### src/hw/rtl/message_id_counter_table_defines.svh
// assertion macros for the message id counter table
// used by the top level; no other dependencies
`ifndef MESSAGE_ID_COUNTER_TABLE_DEFINES_SVH
`define MESSAGE_ID_COUNTER_TABLE_DEFINES_SVH
`ifndef SYNTHESIS
// property must hold at every clock edge outside reset
`define MICT_ASSERT(label, clk, rst_n, prop) \
	label: assert property (@(posedge clk) disable iff (!rst_n) prop) \
		else $error("mict assertion failed");
// condition must never be true outside reset
`define MICT_NEVER(label, clk, rst_n, cond) \
	label: assert property (@(posedge clk) disable iff (!rst_n) !(cond)) \
		else $error("mict forbidden condition seen");
`else
`define MICT_ASSERT(label, clk, rst_n, prop)
`define MICT_NEVER(label, clk, rst_n, cond)
`endif
`endif

### src/hw/rtl/mict_pkg.sv
// shared types and constants of the message id counter table
// no dependencies
`default_nettype none

package mict_pkg;

	localparam int ENTRIES_DEFAULT = 255;
	localparam int ID_W            = 24;
	localparam int CMD_W           = 16;
	localparam int COUNT_W         = 32;
	localparam int SLOT_W          = 8;
	localparam int STATUS_W        = 2;

	// id whose entries also compare the command code
	localparam logic [ID_W-1:0] CMD_LONG_ID = ID_W'(76);

	// result status codes
	localparam logic [STATUS_W-1:0] STAT_MATCH   = 2'd0;
	localparam logic [STATUS_W-1:0] STAT_ADDED   = 2'd1;
	localparam logic [STATUS_W-1:0] STAT_FULL    = 2'd2;
	localparam logic [STATUS_W-1:0] STAT_CLEARED = 2'd3;

	// request type codes
	localparam logic REQ_RECORD = 1'b0;
	localparam logic REQ_CLEAR  = 1'b1;

	// one table entry as stored in memory
	typedef struct packed {
		logic [ID_W-1:0]    id;
		logic [CMD_W-1:0]   cmd;
		logic [COUNT_W-1:0] count;
	} entry_t;

	// outcome of comparing one entry against the item
	typedef struct packed {
		logic               hit;
		logic [COUNT_W-1:0] count_next;
	} match_t;

endpackage

`default_nettype wire

### src/hw/rtl/mict_match.sv
// compare rule for one entry and saturating counter update
// depends on mict_pkg
`default_nettype none

module mict_match import mict_pkg::*; (
	input  wire entry_t            entry,
	input  wire logic [ID_W-1:0]   msg_id,
	input  wire logic [CMD_W-1:0]  command_code,
	output match_t                 result
);

	always_comb begin
		// command-long entries need both id and command code to agree
		if (entry.id == CMD_LONG_ID) begin
			result.hit = (msg_id == CMD_LONG_ID) && (entry.cmd == command_code);
		end else begin
			result.hit = (entry.id == msg_id);
		end
		// counter sticks at all ones
		if (&entry.count) begin
			result.count_next = entry.count;
		end else begin
			result.count_next = entry.count + COUNT_W'(1);
		end
	end

endmodule

`default_nettype wire
### config.mk
export PLATFORM = sky130hd
export DESIGN_NAME = mict_match
export DESIGN_NICKNAME = d
export VERILOG_FILES = /design/src/hw/rtl/message_id_counter_table_defines.svh /design/src/hw/rtl/mict_pkg.sv /design/src/hw/rtl/mict_match.sv
export SDC_FILE = /design/constraint.sdc
export NUM_CORES = 1
export LEC_CHECK = 0
export BUFFER_PORTS_ARGS = -buffer_cell sky130_fd_sc_hd__clkbuf_2
export CORE_ASPECT_RATIO = 1.75
export CORE_MARGIN = 4
export CORE_UTILIZATION = 25
export DETAILED_ROUTE_END_ITERATION = 7
export GPL_ROUTABILITY_DRIVEN = 0
export PLACE_DENSITY_LB_ADDON = 0.25
export SYNTH_ARGS = -nofsm -noshare
export SYNTH_HDL_FRONTEND = slang
export SYNTH_SLANG_ARGS = --single-unit
### constraint.sdc
create_clock -name vclk -period 3.1
set_input_delay 0.155 -clock vclk [all_inputs]
set_output_delay 0.155 -clock vclk [all_outputs]
set_load 0.03 [all_outputs]
### After elaboration in Yosys (flattened, before gate mapping)

Cells that the tools add are included.

| storage, ports and cells | value |
|---|---|
| input port bits | 112 |
| register bits | 0 |
| output and inout bits | 33 |
| logic and storage cells | 9 |

| cells by class | value |
|---|---|
| $add $sub $neg | 1 |
| mux-type cells | 2 |
| eq/ne operators | 4 |
| reductions and logical operators | 2 |

Operator list:

| cell | count |
|---|---|
| 24-bit by 7-bit equality test with 1-bit output (second input constant) | 2 |
| 32-bit by 1-bit adder with 32-bit output (second input constant) | 1 |
| 32-bit 2-to-1 mux | 1 |
| 32-bit AND reduction | 1 |
| 24-bit equality test | 1 |
| 16-bit equality test | 1 |
| 1-bit logical AND | 1 |
| 1-bit 2-to-1 mux | 1 |

### Depth between registers and ports, before layout

| logic depth | value |
|---|---|
| word-level depth | 3 |
| mapped depth | 7 |

### Worst setup path after synthesis

No wires, ideal clock.

| timing path | value |
|---|---|
| kind | input port to output port |
| start | input port entry[0] (netlist bit) |
| end | output port result[22] (netlist bit) |
| data arrival time | 1,885 ps |
| data required time | 2,945 ps |
| slack | 1,060 ps |
| buffers on the path | 0 |
| stages | 6 |
| path through | ha_1 > nand4_1 > nor4_4 > a21boi_4 > nand4_1 > xnor2_1 |

RTL lines:

| what | RTL line | text |
|---|---|---|
| start, declared | mict_match.sv:6 | `input wire entry_t entry,` |
| end, declared | mict_match.sv:9 | `output match_t result` |

==> run_results.csv <==
group,metric,value,unit
outcome,outcome,"finished clean",
timing,maxSlewViolCount,0,
logic_synthesis,syn_area,0.001376,sq mm
cells_and_area,fillCellCount,597,
timing,whs,0.6456,ns
timing,rsz0062_at_grt,"false",
cells_and_area,layout_commonest_cell,"clkbuf_2",
logic_synthesis,synth_simple_gate_area_share,0.4709,
setup_path,critPathArrivalTime,2.13,ns
logic_synthesis,yosys.cell_types.count,33,
cells_and_area,final_layout_size_suffix_gt1_frac,0.4788,
cells_and_area,final_cell_mix,"clkbuf_2, xor2_1, xnor2_1",
power_and_ir_drop,power.total,0.0002702,W
timing,period_share,0.7369,
setup_path,cp-end-kind,"output pin",
cells_and_area,seq_cells,0,
route,routed_wl,5407,um
timing,fmax,437.8,MHz
power_and_ir_drop,p_per_area,124.5,mW/mm^2
cells_and_area,diodes,0,
run,cap_violations,0,
route,antenna_left,0,
die,start_util,0.2597,
cells_and_area,nClkBuffers,0,
logic_synthesis,synth-seq-area-share,0,
logic_synthesis,postSynthCellCount,188,
place,placement.io_buffers,145,
timing,period_minus_slack,2.284,ns
worst_hold_path,hold_class,"primary input to output pin",
logic_synthesis,syn_nets,301,
logic_synthesis,synth_top_family_by_area,"simple AND/OR/NAND/NOR gates",
logic_synthesis,synth-xor-area-share,0.4391,
die,die_w,64.09,um
timing,setup_tns,0,ns
route,viasPerCell,4.834,
route,num_vias,1953,
logic_synthesis,synthMuxAreaShare,0.01636,
logic_synthesis,synthAdderAreaFrac,0.009091,
die,dieArea,0.006803,sq mm
cells_and_area,multi_input_area,0.001349,sq mm
route,dr.pass1.iters,6,
die,rows,35,
grt,grtUsageTotal,0.1481,
setup_path,worstPathMaxFanout,18,
place,place_hpwl,5133,um
power_and_ir_drop,power.leakage,1.034,nW
clocking,cts_hold_buf,0,
die,pin_count,145,
grt,antenna_found_initial,0,
power_and_ir_drop,vdd_ir_drop_max,52.71,uV
timing,max_slew_margin,0.6518,
clocking,post_cts_buffers,0,
cells_and_area,regArea,0,sq um
timing,worstMarginPinSlew,0.5194,ns
logic_synthesis,synth_compound_area_frac,0.04455,
grt,grt_pass1_wl,8562,um
cells_and_area,final_cells,404,
clocking,cts_resized,0,
route,drt-initial-drc-count,49,
place,numPlacedInstances,404,
grt,grt_pass1_vias,2085,
die,core_area,0.005299,sq mm
cells_and_area,areaGrowthSynthToFinish,57.73,%
logic_synthesis,ys_warn_count,0,
setup_path,cp-start-kind,"primary input",
timing,setup-violations-final,0,
cells_and_area,fin_nets,445,
setup_path,required,2.94,ns
route,wl_per_cell,13.38,um
route,drc_errors,0,
setup_path,setup.worst_path.class,"primary input to output pin",
die,die_h,106.2,um
timing,finalHoldViolations,0,
grt,gr-total-overflow,0,
grt,grt_max_degree,19,
logic_synthesis,synth_area_per_cell,7.321,sq um
[metrics by stage]
step / utilization / cell area (sq um) / setup WS (ns)
finish: 0.4097 / 2171 / 0.8157
global route: 0.4097 / 2171 / 0.5982
CTS: 0.4097 / 2171 / 0.8056
detailed placement: 0.4097 / 2171 / 0.8084
global placement: 0.4097 / 2171 / 0.8678
floorplan: - / 1376 / 1.060
[power breakdown]
| group | leakage, nW | internal, W | switching (W) |
|---|---|---|---|
| Sequential | 0 | 0 | 0 |
| Clock | 0 | 0 | 0 |
| Combinational | 1.03 | 0.000115 | 0.000155 |
[metal layers]
| layer | up-vias | share of wire | global-route usage |
|---|---|---|---|
| met1 | 870 | 0.32 | 0.1301 |
| met3 | 2 | 0.082 | 0.02854 |
| met4 | 0 | 0.0024 | 0.009077 |
| li1 | 989 | - | - |
| met5 | - | 0 | 0 |
| met2 | 92 | 0.60 | 0.3338 |
[cell usage after synthesis]
master	number	area share
ha_1	1	0.0091
nor3_1	6	0.022
nor4_1	18	0.082
and4_1	2	0.013
nor4_4	1	0.015
nand4b_2	1	0.011
buf_6	1	0.0082
a21o_1	1	0.0055
a2111oi_2	1	0.011
nor4b_1	2	0.013
xnor2_1	32	0.20
a21oi_1	2	0.0073
inv_1	1	0.0027
nand2_1	20	0.055
a21boi_4	1	0.014
xor2_1	37	0.24
and3_1	8	0.036
and2_1	2	0.0091
and2_0	1	0.0045
nand3_2	2	0.015
o21ai_0	2	0.0073
nand4_1	23	0.10
buf_4	1	0.0055
nor3_2	1	0.0073
nand3_4	1	0.013
mux2_2	2	0.016
nand3_1	6	0.022
nand4b_1	1	0.0064
nand3b_2	1	0.0082
nand4_2	1	0.0091
buf_2	1	0.0036
nor2_1	7	0.019
and4_2	1	0.0073
[worst paths after layout]
path | start | endpoint | slack, ns | depth (start not counted)
max | entry[0] | result[8] | 0.82 | 8
min | entry[23] | result[23] | 0.65 | 3
[final cells by class]
type,count,share of cell area
multi-input cells,184,0.6213
repair buffers,145,0.3343
well taps,74,0.04265
inverters,1,0.001729
[critical path, cell delays in order]
cell	delay, ns
clkbuf_2	0.14
ha_1	0.27
nand4_1	0.19
nor4_4	0.48
nand3_4	0.30
nand4_1	0.20
xnor2_1	0.14
clkbuf_2	0.24
[kinds of logic (layout without fill, tap and decap cells)]
family	after synthesis	count (layout)
XOR/XNOR	69	69
AO/OA/AOI/OAI	7	7
buffers and inverters	4	146
AND/OR/NAND/NOR	105	105
adder cells (fa/ha/maj)	1	1
multiplexers	2	2
Note: power is estimated with default switching activity, not from simulation.
